$ cat src/rtl/core/easing_curve_unit_assert.svh
// Assertion macros for the easing curve unit.
// Included by the RTL files that check their own logic; needs nothing else.
`ifndef EASING_CURVE_UNIT_ASSERT_SVH
`define EASING_CURVE_UNIT_ASSERT_SVH

`ifndef SYNTHESIS

// Check that cons holds in any cycle where ante holds
`define ECU_ASSERT_IMPLY(lbl, clk, rst, ante, cons) \
    lbl: assert property (@(posedge clk) disable iff (!(rst)) (ante) |-> (cons)) \
        else $error("easing_curve_unit: implication check failed");

// Check that bad never holds
`define ECU_ASSERT_NEVER(lbl, clk, rst, bad) \
    lbl: assert property (@(posedge clk) disable iff (!(rst)) !(bad)) \
        else $error("easing_curve_unit: forbidden condition seen");

`else

`define ECU_ASSERT_IMPLY(lbl, clk, rst, ante, cons)
`define ECU_ASSERT_NEVER(lbl, clk, rst, bad)

`endif

`endif

$ cat src/rtl/core/ecu_pkg.sv
// Shared constants, types and helpers for the easing curve unit.
// Depends on nothing; imported by every module of the block.
`default_nettype none

package ecu_pkg;

    // Fixed-point format of the fraction t/d: 1.0 is 2^FRAC_BITS
    localparam int FRAC_BITS = 16;
    localparam int UW        = FRAC_BITS + 1;   // fraction width, holds 1.0
    localparam int DUR_W     = 16;              // time and duration width
    localparam int REM_W     = DUR_W + 1;       // divider remainder width
    localparam int VAL_W     = 16;              // begin and change width
    localparam int OUT_W     = 17;              // eased value width
    localparam int PW        = VAL_W + UW + 1;  // change * fraction product
    localparam int DLT_W     = PW - FRAC_BITS;  // rounded delta width
    localparam int MODE_W    = 2;
    localparam int CFG_IDX_W = 2;

    localparam logic [UW-1:0] FX_ONE  = {1'b1, {FRAC_BITS{1'b0}}};
    localparam logic [UW-1:0] FX_HALF = {2'b01, {(FRAC_BITS-1){1'b0}}};

    // Curve codes
    localparam logic [MODE_W-1:0] MODE_IN_CUBIC    = 2'd0;
    localparam logic [MODE_W-1:0] MODE_OUT_CUBIC   = 2'd1;
    localparam logic [MODE_W-1:0] MODE_INOUT_CUBIC = 2'd2;
    localparam logic [MODE_W-1:0] MODE_INOUT_QUART = 2'd3;

    // Configuration register indexes
    localparam logic [CFG_IDX_W-1:0] CFG_CURVE_MODE    = 2'd0;
    localparam logic [CFG_IDX_W-1:0] CFG_BEGIN_VALUE   = 2'd1;
    localparam logic [CFG_IDX_W-1:0] CFG_CHANGE_AMOUNT = 2'd2;
    localparam logic [CFG_IDX_W-1:0] CFG_DURATION      = 2'd3;

    typedef logic [UW-1:0] t_frac;

    // Divider to curve stages
    typedef struct packed {
        logic  zero;
        t_frac u;
    } t_div_word;

    // Curve to scaling stages
    typedef struct packed {
        logic  zero;
        t_frac f;
    } t_curve_word;

    // Truncating fixed-point product: floor(a*b / 2^FRAC_BITS)
    function automatic t_frac fx_mul(input t_frac a, input t_frac b);
        logic [2*UW-1:0] p;
        p = a * b;
        return p[FRAC_BITS +: UW];
    endfunction

endpackage

`default_nettype wire

$ cat src/rtl/core/ecu_div_pipe.sv
// Pipelined restoring divider: u = floor(min(t,d) * 2^FRAC_BITS / d).
// One quotient bit per stage; uses ecu_pkg.
`default_nettype none

module ecu_div_pipe
    import ecu_pkg::*;
(
    input  wire logic             i_clk,
    input  wire logic             i_rst_n,
    input  wire logic [DUR_W-1:0] i_duration,
    input  wire logic             i_vld,
    input  wire logic [DUR_W-1:0] i_time,
    output logic                  o_rdy,
    output logic                  o_vld,
    output t_div_word             o_word,
    input  wire logic             i_rdy
);

    localparam int NBIT = FRAC_BITS + 1;

    logic [REM_W-1:0] w_dvs;

    // Input stage: saturate time, flag zero duration
    logic             r_in_vld;
    logic [REM_W-1:0] r_in_rem;
    logic             r_in_zero;
    logic             w_in_adv;

    // Bit stages
    logic             r_vld  [0:NBIT-1];
    logic [REM_W-1:0] r_rem  [0:NBIT-1];
    logic [UW-1:0]    r_q    [0:NBIT-1];
    logic             r_zero [0:NBIT-1];
    logic             w_adv  [0:NBIT-1];

    assign w_dvs    = {1'b0, i_duration};
    assign w_in_adv = ~r_in_vld | w_adv[0];
    assign o_rdy    = w_in_adv;

    // Hold valid across stalls, load when the stage advances
    always_ff @(posedge i_clk) begin
        if (!i_rst_n) begin
            r_in_vld <= 1'b0;
        end else if (w_in_adv) begin
            r_in_vld <= i_vld;
        end
    end

    always_ff @(posedge i_clk) begin
        if (w_in_adv && i_vld) begin
            r_in_rem  <= (i_time > i_duration) ? w_dvs : {1'b0, i_time};
            r_in_zero <= (i_duration == '0);
        end
    end

    for (genvar k = 0; k < NBIT; k++) begin : g_bit
        logic [REM_W-1:0] w_sh;
        logic [UW-1:0]    w_qsrc;
        logic             w_vsrc;
        logic             w_zsrc;
        logic             w_ge;
        logic [REM_W-1:0] n_rem;
        logic [UW-1:0]    n_q;

        if (k == 0) begin : g_head
            // Top quotient bit: only set when t equals d
            assign w_sh   = r_in_rem;
            assign w_qsrc = '0;
            assign w_vsrc = r_in_vld;
            assign w_zsrc = r_in_zero;
        end else begin : g_tail
            // Remainder stays below d, so the shift never overflows
            assign w_sh   = {r_rem[k-1][REM_W-2:0], 1'b0};
            assign w_qsrc = r_q[k-1];
            assign w_vsrc = r_vld[k-1];
            assign w_zsrc = r_zero[k-1];
        end

        if (k == NBIT - 1) begin : g_last
            assign w_adv[k] = ~r_vld[k] | i_rdy;
        end else begin : g_mid
            assign w_adv[k] = ~r_vld[k] | w_adv[k+1];
        end

        // Compare and subtract
        assign w_ge  = (w_sh >= w_dvs);
        assign n_rem = w_ge ? (w_sh - w_dvs) : w_sh;
        assign n_q   = {w_qsrc[UW-2:0], w_ge};

        always_ff @(posedge i_clk) begin
            if (!i_rst_n) begin
                r_vld[k] <= 1'b0;
            end else if (w_adv[k]) begin
                r_vld[k] <= w_vsrc;
            end
        end

        always_ff @(posedge i_clk) begin
            if (w_adv[k] && w_vsrc) begin
                r_rem[k]  <= n_rem;
                r_q[k]    <= n_q;
                r_zero[k] <= w_zsrc;
            end
        end
    end

    assign o_vld       = r_vld[NBIT-1];
    assign o_word.zero = r_zero[NBIT-1];
    assign o_word.u    = r_q[NBIT-1];

endmodule

`default_nettype wire

$ cat src/rtl/core/ecu_curve_pipe.sv
// Curve stages: pick the curve argument, take cube or fourth power,
// then scale and mirror into the eased fraction. Uses ecu_pkg.
`default_nettype none

`include "easing_curve_unit_assert.svh"

module ecu_curve_pipe
    import ecu_pkg::*;
(
    input  wire logic              i_clk,
    input  wire logic              i_rst_n,
    input  wire logic [MODE_W-1:0] i_mode,
    input  wire logic              i_vld,
    input  wire t_div_word         i_word,
    output logic                   o_rdy,
    output logic                   o_vld,
    output t_curve_word            o_word,
    input  wire logic              i_rdy
);

    localparam int NST = 5;

    logic r_vld [0:NST-1];
    logic w_adv [0:NST-1];
    logic w_vsrc [0:NST-1];

    // Stage A: clamp u, choose u or 1-u
    t_frac             r_a_x;
    logic              r_a_fwd;
    logic [MODE_W-1:0] r_a_mode;
    logic              r_a_zero;
    // Stage B: square
    t_frac             r_b_sq;
    t_frac             r_b_x;
    logic              r_b_fwd;
    logic [MODE_W-1:0] r_b_mode;
    logic              r_b_zero;
    // Stage C: cube
    t_frac             r_c_cu;
    t_frac             r_c_x;
    logic              r_c_fwd;
    logic [MODE_W-1:0] r_c_mode;
    logic              r_c_zero;
    // Stage D: power used by the curve
    t_frac             r_d_p;
    logic              r_d_fwd;
    logic [MODE_W-1:0] r_d_mode;
    logic              r_d_zero;
    // Stage E: eased fraction
    t_frac             r_e_f;
    logic              r_e_zero;

    t_frac             w_uc;
    logic              w_split;
    logic              n_fwd;
    t_frac             n_x;
    t_frac             w_scaled;
    t_frac             n_f;

    // Valid chain, stages move when empty or when the next one moves
    assign w_vsrc[0] = i_vld;
    for (genvar k = 0; k < NST; k++) begin : g_flow
        if (k > 0) begin : g_src
            assign w_vsrc[k] = r_vld[k-1];
        end
        if (k == NST - 1) begin : g_last
            assign w_adv[k] = ~r_vld[k] | i_rdy;
        end else begin : g_mid
            assign w_adv[k] = ~r_vld[k] | w_adv[k+1];
        end

        always_ff @(posedge i_clk) begin
            if (!i_rst_n) begin
                r_vld[k] <= 1'b0;
            end else if (w_adv[k]) begin
                r_vld[k] <= w_vsrc[k];
            end
        end
    end

    assign o_rdy = w_adv[0];

    // Clamp u at 1.0 and choose the forward or mirrored branch
    assign w_uc    = (i_word.u > FX_ONE) ? FX_ONE : i_word.u;
    assign w_split = (i_mode == MODE_INOUT_CUBIC) || (i_mode == MODE_INOUT_QUART);
    assign n_fwd   = (i_mode == MODE_IN_CUBIC) || (w_split && (w_uc < FX_HALF));
    assign n_x     = n_fwd ? w_uc : (FX_ONE - w_uc);

    always_ff @(posedge i_clk) begin
        if (w_adv[0] && w_vsrc[0]) begin
            r_a_x    <= n_x;
            r_a_fwd  <= n_fwd;
            r_a_mode <= i_mode;
            r_a_zero <= i_word.zero;
        end
    end

    always_ff @(posedge i_clk) begin
        if (w_adv[1] && w_vsrc[1]) begin
            r_b_sq   <= fx_mul(r_a_x, r_a_x);
            r_b_x    <= r_a_x;
            r_b_fwd  <= r_a_fwd;
            r_b_mode <= r_a_mode;
            r_b_zero <= r_a_zero;
        end
    end

    always_ff @(posedge i_clk) begin
        if (w_adv[2] && w_vsrc[2]) begin
            r_c_cu   <= fx_mul(r_b_sq, r_b_x);
            r_c_x    <= r_b_x;
            r_c_fwd  <= r_b_fwd;
            r_c_mode <= r_b_mode;
            r_c_zero <= r_b_zero;
        end
    end

    // Fourth power only for the quartic curve
    always_ff @(posedge i_clk) begin
        if (w_adv[3] && w_vsrc[3]) begin
            r_d_p    <= (r_c_mode == MODE_INOUT_QUART) ? fx_mul(r_c_cu, r_c_x) : r_c_cu;
            r_d_fwd  <= r_c_fwd;
            r_d_mode <= r_c_mode;
            r_d_zero <= r_c_zero;
        end
    end

    // Scale the half curves by 4 or 8, then mirror the falling branch
    always_comb begin
        case (r_d_mode)
            MODE_INOUT_CUBIC: w_scaled = {r_d_p[UW-3:0], 2'b00};
            MODE_INOUT_QUART: w_scaled = {r_d_p[UW-4:0], 3'b000};
            default:          w_scaled = r_d_p;
        endcase
    end

    assign n_f = r_d_fwd ? w_scaled : (FX_ONE - w_scaled);

    always_ff @(posedge i_clk) begin
        if (w_adv[4] && w_vsrc[4]) begin
            r_e_f    <= n_f;
            r_e_zero <= r_d_zero;
        end
    end

    assign o_vld       = r_vld[NST-1];
    assign o_word.f    = r_e_f;
    assign o_word.zero = r_e_zero;

    `ECU_ASSERT_IMPLY(a_arg_in_range, i_clk, i_rst_n, r_vld[0], r_a_x <= FX_ONE)
    `ECU_ASSERT_IMPLY(a_half_arg, i_clk, i_rst_n,
        r_vld[0] && r_a_fwd && (r_a_mode == MODE_INOUT_CUBIC || r_a_mode == MODE_INOUT_QUART),
        r_a_x < FX_HALF)
    `ECU_ASSERT_IMPLY(a_frac_in_range, i_clk, i_rst_n, r_vld[NST-1], r_e_f <= FX_ONE)

endmodule

`default_nettype wire

$ cat src/rtl/core/ecu_scale_pipe.sv
// Scaling stages: multiply change by the fraction, round to nearest,
// add begin into the output register. Uses ecu_pkg.
`default_nettype none

module ecu_scale_pipe
    import ecu_pkg::*;
(
    input  wire logic                    i_clk,
    input  wire logic                    i_rst_n,
    input  wire logic signed [VAL_W-1:0] i_begin,
    input  wire logic signed [VAL_W-1:0] i_change,
    input  wire logic                    i_vld,
    input  wire t_curve_word             i_word,
    output logic                         o_rdy,
    output logic                         o_vld,
    output logic signed [OUT_W-1:0]      o_value,
    input  wire logic                    i_rdy
);

    // Stage F: product
    logic                    r_f_vld;
    logic signed [PW-1:0]    r_f_prod;
    logic                    r_f_zero;
    // Stage G: rounded delta
    logic                    r_g_vld;
    logic [DLT_W-1:0]        r_g_dlt;
    logic                    r_g_zero;
    // Stage H: output register
    logic                    r_h_vld;
    logic [OUT_W-1:0]        r_h_val;

    logic                    w_adv_f;
    logic                    w_adv_g;
    logic                    w_adv_h;
    logic signed [UW:0]      w_fs;
    logic signed [PW-1:0]    n_prod;
    logic [PW-1:0]           w_rnd;
    logic [DLT_W-1:0]        w_beg_x;
    logic [DLT_W-1:0]        w_chg_x;
    logic [DLT_W-1:0]        w_sum;

    assign w_adv_h = ~r_h_vld | i_rdy;
    assign w_adv_g = ~r_g_vld | w_adv_h;
    assign w_adv_f = ~r_f_vld | w_adv_g;
    assign o_rdy   = w_adv_f;

    // Advance valid bits
    always_ff @(posedge i_clk) begin
        if (!i_rst_n) begin
            r_f_vld <= 1'b0;
            r_g_vld <= 1'b0;
            r_h_vld <= 1'b0;
        end else begin
            if (w_adv_f) begin
                r_f_vld <= i_vld;
            end
            if (w_adv_g) begin
                r_g_vld <= r_f_vld;
            end
            if (w_adv_h) begin
                r_h_vld <= r_g_vld;
            end
        end
    end

    // Signed change times unsigned fraction
    assign w_fs   = $signed({1'b0, i_word.f});
    assign n_prod = i_change * w_fs;

    always_ff @(posedge i_clk) begin
        if (w_adv_f && i_vld) begin
            r_f_prod <= n_prod;
            r_f_zero <= i_word.zero;
        end
    end

    // Add one half and drop the fraction: floor with ties upward
    assign w_rnd = r_f_prod + PW'(FX_HALF);

    always_ff @(posedge i_clk) begin
        if (w_adv_g && r_f_vld) begin
            r_g_dlt  <= w_rnd[PW-1:FRAC_BITS];
            r_g_zero <= r_f_zero;
        end
    end

    // Zero duration jumps straight to begin plus change
    assign w_beg_x = {{(DLT_W-VAL_W){i_begin[VAL_W-1]}}, i_begin};
    assign w_chg_x = {{(DLT_W-VAL_W){i_change[VAL_W-1]}}, i_change};
    assign w_sum   = w_beg_x + (r_g_zero ? w_chg_x : r_g_dlt);

    always_ff @(posedge i_clk) begin
        if (w_adv_h && r_g_vld) begin
            r_h_val <= w_sum[OUT_W-1:0];
        end
    end

    assign o_vld   = r_h_vld;
    assign o_value = $signed(r_h_val);

endmodule

`default_nettype wire

$ cat src/rtl/core/easing_curve_unit.sv
// Easing curve unit: begin + change * f(t/d) for cubic and quartic curves.
// Stages in order: input register, one divider stage per quotient bit,
// five curve stages, three scale stages.
// One word per cycle while not stalled; every stage holds under stall and bubbles close.
// Synchronous active-low reset clears all valid bits and the config registers.
// Top level; uses ecu_pkg, ecu_div_pipe, ecu_curve_pipe, ecu_scale_pipe.
`default_nettype none

`include "easing_curve_unit_assert.svh"

module easing_curve_unit
    import ecu_pkg::*;
(
    input  wire logic                    i_clk,
    input  wire logic                    i_rst_n,
    // Configuration writes
    input  wire logic                    i_cfg_valid,
    output logic                         o_cfg_ready,
    input  wire logic [CFG_IDX_W-1:0]    i_cfg_index,
    input  wire logic [VAL_W-1:0]        i_cfg_data,
    // Time samples
    input  wire logic                    i_valid,
    output logic                         o_stall,
    input  wire logic [DUR_W-1:0]        i_elapsed_time,
    // Eased values
    output logic                         o_valid,
    input  wire logic                    i_stall,
    output logic signed [OUT_W-1:0]      o_eased_value
);

    logic [MODE_W-1:0]        r_mode;
    logic signed [VAL_W-1:0]  r_begin;
    logic signed [VAL_W-1:0]  r_change;
    logic [DUR_W-1:0]         r_duration;

    logic                     w_div_rdy;
    logic                     w_div_vld;
    t_div_word                w_div_word;
    logic                     w_crv_rdy;
    logic                     w_crv_vld;
    t_curve_word              w_crv_word;
    logic                     w_scl_rdy;

    // Config registers take a write in any cycle
    assign o_cfg_ready = 1'b1;

    always_ff @(posedge i_clk) begin
        if (!i_rst_n) begin
            r_mode     <= MODE_IN_CUBIC;
            r_begin    <= '0;
            r_change   <= '0;
            r_duration <= '0;
        end else if (i_cfg_valid) begin
            case (i_cfg_index)
                CFG_CURVE_MODE:    r_mode     <= i_cfg_data[MODE_W-1:0];
                CFG_BEGIN_VALUE:   r_begin    <= $signed(i_cfg_data);
                CFG_CHANGE_AMOUNT: r_change   <= $signed(i_cfg_data);
                CFG_DURATION:      r_duration <= i_cfg_data[DUR_W-1:0];
                default: ;
            endcase
        end
    end

    ecu_div_pipe u_div (
        .i_clk      (i_clk),
        .i_rst_n    (i_rst_n),
        .i_duration (r_duration),
        .i_vld      (i_valid),
        .i_time     (i_elapsed_time),
        .o_rdy      (w_div_rdy),
        .o_vld      (w_div_vld),
        .o_word     (w_div_word),
        .i_rdy      (w_crv_rdy)
    );

    ecu_curve_pipe u_curve (
        .i_clk   (i_clk),
        .i_rst_n (i_rst_n),
        .i_mode  (r_mode),
        .i_vld   (w_div_vld),
        .i_word  (w_div_word),
        .o_rdy   (w_crv_rdy),
        .o_vld   (w_crv_vld),
        .o_word  (w_crv_word),
        .i_rdy   (w_scl_rdy)
    );

    ecu_scale_pipe u_scale (
        .i_clk    (i_clk),
        .i_rst_n  (i_rst_n),
        .i_begin  (r_begin),
        .i_change (r_change),
        .i_vld    (w_crv_vld),
        .i_word   (w_crv_word),
        .o_rdy    (w_scl_rdy),
        .o_vld    (o_valid),
        .o_value  (o_eased_value),
        .i_rdy    (~i_stall)
    );

    assign o_stall = ~w_div_rdy;

    // An empty output register lets the whole pipe move
    `ECU_ASSERT_NEVER(a_no_stall_when_empty, i_clk, i_rst_n, !o_valid && o_stall)
    // Input side can only stall when the output side is stalled
    `ECU_ASSERT_IMPLY(a_stall_from_output, i_clk, i_rst_n, o_stall, o_valid && i_stall)

endmodule

`default_nettype wire
$ cat config.mk
export PLATFORM = sky130hd
export DESIGN_NAME = easing_curve_unit
export DESIGN_NICKNAME = d
export VERILOG_FILES = /design/src/rtl/core/ecu_pkg.sv /design/src/rtl/core/ecu_div_pipe.sv /design/src/rtl/core/ecu_curve_pipe.sv /design/src/rtl/core/ecu_scale_pipe.sv /design/src/rtl/core/easing_curve_unit.sv
export VERILOG_INCLUDE_DIRS = /design/src /design/src/rtl/core
export SDC_FILE = /design/constraint.sdc
export NUM_CORES = 2
export LEC_CHECK = 0
export BUFFER_PORTS_ARGS = -buffer_cell sky130_fd_sc_hd__buf_2
export CORE_ASPECT_RATIO = 1.75
export CORE_MARGIN = 5
export CORE_UTILIZATION = 56
export CTS_BUF_LIST = sky130_fd_sc_hd__clkbuf_4
export DETAILED_ROUTE_END_ITERATION = 8
export PLACE_DENSITY = 0.78
export SKIP_CTS_REPAIR_TIMING = 1
export SLEW_MARGIN = 20
export SYNTH_ARGS = -nofsm -noshare
export SYNTH_HDL_FRONTEND = slang
export SYNTH_SLANG_ARGS = --single-unit
$ cat constraint.sdc
create_clock -name i_clk -period 7.05 [get_ports i_clk]
set_input_delay 0.3525 -clock i_clk [delete_from_list [all_inputs] [get_ports i_clk]]
set_output_delay 0.3525 -clock i_clk [all_outputs]
set_load 0.02 [all_outputs]
# After elaboration in Yosys (flattened, before gate mapping)

Memory sizes are Yosys's and may differ from the RTL's. A register that Yosys moved wholly into a read port is not among the register bits.
Index checks and enable logic that the tools add are counted.

Register bits after elaboration: 276
Bits in latches: 0
Bits in writable memories: 617
ROM bits: 0
Input bits: 39
Output and inout port bits: 20
Memories kept: 5

Memories:

| name          | depth | bits a word | read ports | clocked after Yosys merged registers in | wr ports | line                 | text |
|---|---|---|---|---|---|---|---|
| u_div.r_q     | 17    | 17          | 17         | 0                                       | 17       | ecu_div_pipe.sv:32   | `logic [UW-1:0] r_q [0:NBIT-1];` |
| u_div.r_rem   | 17    | 17          | 16         | 0                                       | 17       | ecu_div_pipe.sv:31   | `logic [REM_W-1:0] r_rem [0:NBIT-1];` |
| u_div.r_vld   | 17    | 1           | 17         | 0                                       | 17       | ecu_div_pipe.sv:30   | `logic r_vld [0:NBIT-1];` |
| u_div.r_zero  | 17    | 1           | 17         | 1                                       | 17       | ecu_div_pipe.sv:33   | `logic r_zero [0:NBIT-1];` |
| u_curve.r_vld | 5     | 1           | 5          | 0                                       | 5        | ecu_curve_pipe.sv:23 | `logic r_vld [0:NST-1];` |

Add/subtract/negate cells: 21
$mul: 4
Divide/modulo/power cells: 0
Magnitude comparators: 20
Equal/unequal tests: 8
Shifts and indexed selects: 0
Multiplexer cells: 147
Bitwise gates (word level): 76
Reductions and logical operators: 36

Operator list:

| cell                                                         | number |
|---|---|
| two-way mux 17 bit                                           | 22 |
| >= comparator 17 x 16 -> 1 bit                               | 17 |
| subtractor 17 x 16 -> 17 bit                                 | 17 |
| two-way mux 1 bit                                            | 123 |
| multiplier 17 x 17 -> 33 bit                                 | 3 |
| bitwise OR 1 bit                                             | 48 |
| case mux 17 bit (2 select lines)                             | 1 |
| subtractor 17 bit, first input constant                      | 2 |
| adder 33 x 16 -> 33 bit, second input constant               | 1 |
| multiplier 16 x 18 -> 33 bit                                 | 1 |
| NOT 1 bit                                                    | 28 |
| logical AND 1 bit                                            | 27 |
| adder 17 bit                                                 | 1 |
| > comparator 17 bit, second input constant                   | 1 |
| less-than comparator 17 x 16 -> 1 bit, second input constant | 1 |
| > comparator 16 bit                                          | 1 |
| zero test 16 bit                                             | 1 |
| two-way mux 16 bit                                           | 1 |
| equality test 2 bit, second input constant                   | 7 |
| AND reduction 2 bit                                          | 4 |
| zero test 2 bit                                              | 2 |
| equality test 2 x 1 -> 1 bit, second input constant          | 1 |
| logical OR 1 bit                                             | 2 |

# Depth between registers and ports, before layout

Word-level depth: 30
Mapped depth: 25
Gate-level depth less buffers: 24

# Modules after synthesis

From an unflattened synthesis, not the netlist that was laid out.

Cells, all modules: 7296
Area total of the unflattened synthesis: 74468.9 µm²

Modules (own cells, without submodules):

| module            | instances | cells each | area an instance (µm²) | sequential area each (µm²) |
|---|---|---|---|---|
| ecu_curve_pipe    | 1         | 3317       | 31355.1                | 4224.1 |
| ecu_div_pipe      | 1         | 2537       | 29298.1                | 13823.3 |
| ecu_scale_pipe    | 1         | 1256       | 11926.4                | 1681.6 |
| easing_curve_unit | 1         | 186        | 1889.3                 | 1001.0 |

# Worst setup path after synthesis

OpenSTA, ideal clock, no wires.

Path type: reg-to-reg
Start point: register r_change[7]
End point: register u_scale.r_f_prod[32], data pin
Setup time: 0.260 ns
Data arrival time: 6.176 ns
Slack: 0.614 ns
Stages on the path, launching flop included: 26
Buffers on the path: 2
Clock period less this slack: 6.436 ns
Path through: dfxtp_1 -> clkbuf_1 -> clkbuf_1 -> nand2_1 -> fa_1 -> inv_1 -> fa_1 -> inv_1 -> fa_1 -> inv_1 -> fa_1 -> fa_1 -> inv_1 -> fa_1 -> inv_1 -> ha_1 -> a21oi_1 -> o21ai_0 -> nor3b_1 -> a32oi_1 -> a31oi_1 -> o21ai_2 -> o2111a_1 -> or3_1 -> a31oi_1 -> xnor2_1

Cells in the longest elaborated chain, start to end: 1

Ends and longest elaborated chain:

| element                      | line                    | text |
|---|---|---|
| start: declaration           | easing_curve_unit.sv:33 | `logic signed [VAL_W-1:0] r_change;` |
| start signal: assignment     | easing_curve_unit.sv:57 | `CFG_CHANGE_AMOUNT: r_change <= $signed(i_cfg_data);` |
| multiplier 16 x 18 -> 33 bit | ecu_scale_pipe.sv:68    | `assign n_prod = i_change * w_fs;` |
| via u_scale.n_prod[32]       | ecu_scale_pipe.sv:36    | `logic signed [PW-1:0] n_prod;` |
| end signal: assignment       | ecu_scale_pipe.sv:72    | `r_f_prod <= n_prod;` |
| end: declaration             | ecu_scale_pipe.sv:22    | `logic signed [PW-1:0] r_f_prod;` |

The timed path passes the listed nets, and every way through them passes these cells.
A chain may end at the register's enable or synchronous reset.

# Final worst setup path

Start point: register u_curve.r_e_f[9]
End point: register u_scale.r_f_prod[32], data pin

Cells in the longest elaborated chain, start to end: 1

Ends and longest elaborated chain:

| element                      | line                  | text |
|---|---|---|
| start: declaration           | ecu_curve_pipe.sv:50  | `t_frac r_e_f;` |
| start signal: assignment     | ecu_curve_pipe.sv:141 | `r_e_f <= n_f;` |
| multiplier 16 x 18 -> 33 bit | ecu_scale_pipe.sv:68  |  |
| via u_scale.n_prod[32]       | ecu_scale_pipe.sv:36  |  |

The timed path passes the listed nets, and every way through them passes these cells.

==> results.ini <==
[placed_design]
place_congestion = 0.960
dp_slack_ns = 0.0163
io_buffers = 57
hpwlAfterDp_um = 156000

[layout]
final_util = 0.612
top_register = u_div.r_rem
fillers = 10534
regArea_mm2 = 0.0207
largest_reg_flops = 256
area_delta_synth_final_pct = 8.50
finalNetCount = 9135
largestRegisters = u_div.r_rem x256, u_div.r_q x153, u_scale.r_f_prod x18
multi_input_area_mm2 = 0.0472
drive_gt1_frac = 0.103

[clocking]
cts_tree = yes
cts_inserted_buffers = 172
h-tree-depth = 4
cts_sinks = 709
cts_buffer_depth = 3
clkTransAtPathRegs_ns = 0.07
cts-root-buf = clkbuf_4
clk_latency_ns = 1.19

[yosys]
synth_warnings = 0
synth_area_leaders = edfxtp_1 27%, fa_1 23%, ha_1 12%
synth_edf_count = 653
synth_common_cells = 1250 x inv_1, 867 x nand2_1, 856 x fa_1
synth_largest_area_cell = edfxtp_1
ys_seq_elements = 709
synth.most_common_cell = inv_1
synth_nets = 8862
synth_cells = 7241
synth_area_per_cell_um2 = 10.1
synth.distinct_cells = 92
netlist_area_mm2 = 0.0734
synthFlopType = edfxtp_1
yosysTopAreaCellShare = 0.267
ys_seq_area_frac = 0.282
async_reset_ff_frac = 0

[setup_path]
worstSetupPathType = flop to flop
crit_path_start_kind = flop
end_kind = flop
crit_fanout = 11
crit_arrival_ns = 7.81
crit_required_ns = 7.95

[floorplanning]
core_area_mm2 = 0.130
initial_utilization = 0.565
ioPinCount = 59
die_w_um = 284
die_height_um = 489
num_rows = 175
die_area_mm2 = 0.139

[route]
drcViolationCount = 0
highest_layer = met5
vias_per_cell = 5.76
firstDrtPassIters = 8
finalWirelength_um = 195000
routedWlPerCell_um = 20.8
route.met2.wl_um = 106000
m1WireLength_um = 61000
ant_nets = 0
vias = 53805
route.met3.wl_um = 9200
drt-initial-drc-count = 2908

[sta]
setup_viol = 0
hold_viol = 0
worst_slack_ns = 0.134
worstMarginPinSlew_ns = 1.13
timing.hold.ws_ns = 0.101
final_max_slew_viol_count = 0
slew_headroom = 0.239
finClkSkew_ns = 0.0978
setup_tns_ns = 0
rsz0062_at_grt = true
fin_crit_sh = 0.981
max_freq_ghz = 0.145
min_period_ns = 6.92

[outcome]
status = finished, final reports clean

[global_route]
grt_antenna_before_repair = 9
grt_max_degree = 94
grt_pass1_wl_um = 302000
grt_util_all_layers = 0.279
grt-ovfl-total = 0
first_global_vias = 58287

[pwr]
p_leak_nw = 36.1
power_w = 0.00967
irDropWorstVdd_uv = 177
power_density_mw_per_mm2 = 121

[job]
maxCapViolations = 0

[min_path]
min_path_type = input port to flop

placed cells by master, fill, tap and decap left out, types with 66 or more instances in the layout:
cell,n
nor2b_1,74
o21a_1,66
and2_1,436
xnor2_1,198
nor2_1,281
clkbuf_4,226
mux2_2,171
buf_4,178
o21ai_0,176
a21oi_1,237
a21boi_0,78
inv_1,1248
nor3_1,76
xor2_1,94
dlygate4sd3_1,71
fa_1,856
nand2_1,867
a21o_1,71
edfxtp_1,653
ha_1,726
nand4_1,70
worst paths after layout:
check / start / end / slack, ns / cells past startpoint
worst min-delay path: i_cfg_data[2] / r_change[2] / 0.10 / 4
worst max register to register: u_curve.r_e_f[9] / u_scale.r_f_prod[32] / 0.13 / 22
worst min register to register: u_div.r_q[0][234] / u_div.r_q[0][252] / 0.37 / 0
worst max-delay path: u_curve.r_e_f[9] / u_scale.r_f_prod[32] / 0.13 / 22
layer usage:
layer  track usage  vias up
li1              -    24346
met1         0.259    26603
met2         0.536     1957
met3        0.0409      895
met4         0.226        4
met5             0        -
per-stage QoR:
step / cells / area [um^2]
2_1_floorplan: 7241 / 73400
3_3_place_gp: 8929 / 76200
3_5_place_dp: 8931 / 76300
4_1_cts: 9245 / 78700
5_1_grt: 9341 / 79700
6_report: 9343 / 79700
final cells by class:
type	count	share of cell area
Multi-Input combinational cell	5065	0.593
Sequential cell	709	0.260
Inverter	1253	0.0590
Timing Repair Buffer	313	0.0312
Tap cell	1681	0.0264
Clock buffer	226	0.0213
Clock inverter	88	0.00880
Antenna cell	8	0.000251
critical path, stage by stage, from the launching register on:
cell and delay, ns:
edfxtp_1 0.59, and2_1 0.27, fa_1 0.53, inv_1 0.05, fa_1 0.45, fa_1 0.52, inv_1 0.06, fa_1 0.49
fa_1 0.49, inv_1 0.05, fa_1 0.48, inv_1 0.05, ha_1 0.30, a21oi_1 0.20, o21ai_0 0.16, nor3b_1 0.21
a32oi_1 0.25, a31oi_2 0.38, o21ai_2 0.16, o2111a_1 0.30, or3_1 0.35, a31oi_1 0.21, xnor2_1 0.08
cell families after synthesis:
logic type,Yosys count,share of synthesized area
XOR/XNOR,292,0.0348
adder cells (fa/ha/maj),1582,0.357
AO/OA/AOI/OAI,905,0.0815
flip-flops,709,0.282
buffers and inverters,1467,0.0761
other,1,0.0000511
AND/OR/NAND/NOR,2077,0.137
multiplexers,208,0.0313
power by group:
part           switching (W)  internal (W)
clock network        0.00190       0.00188
logic               0.000723      0.000509
registers          0.0000375       0.00462
Note: power is estimated with default switching activity, not from simulation.
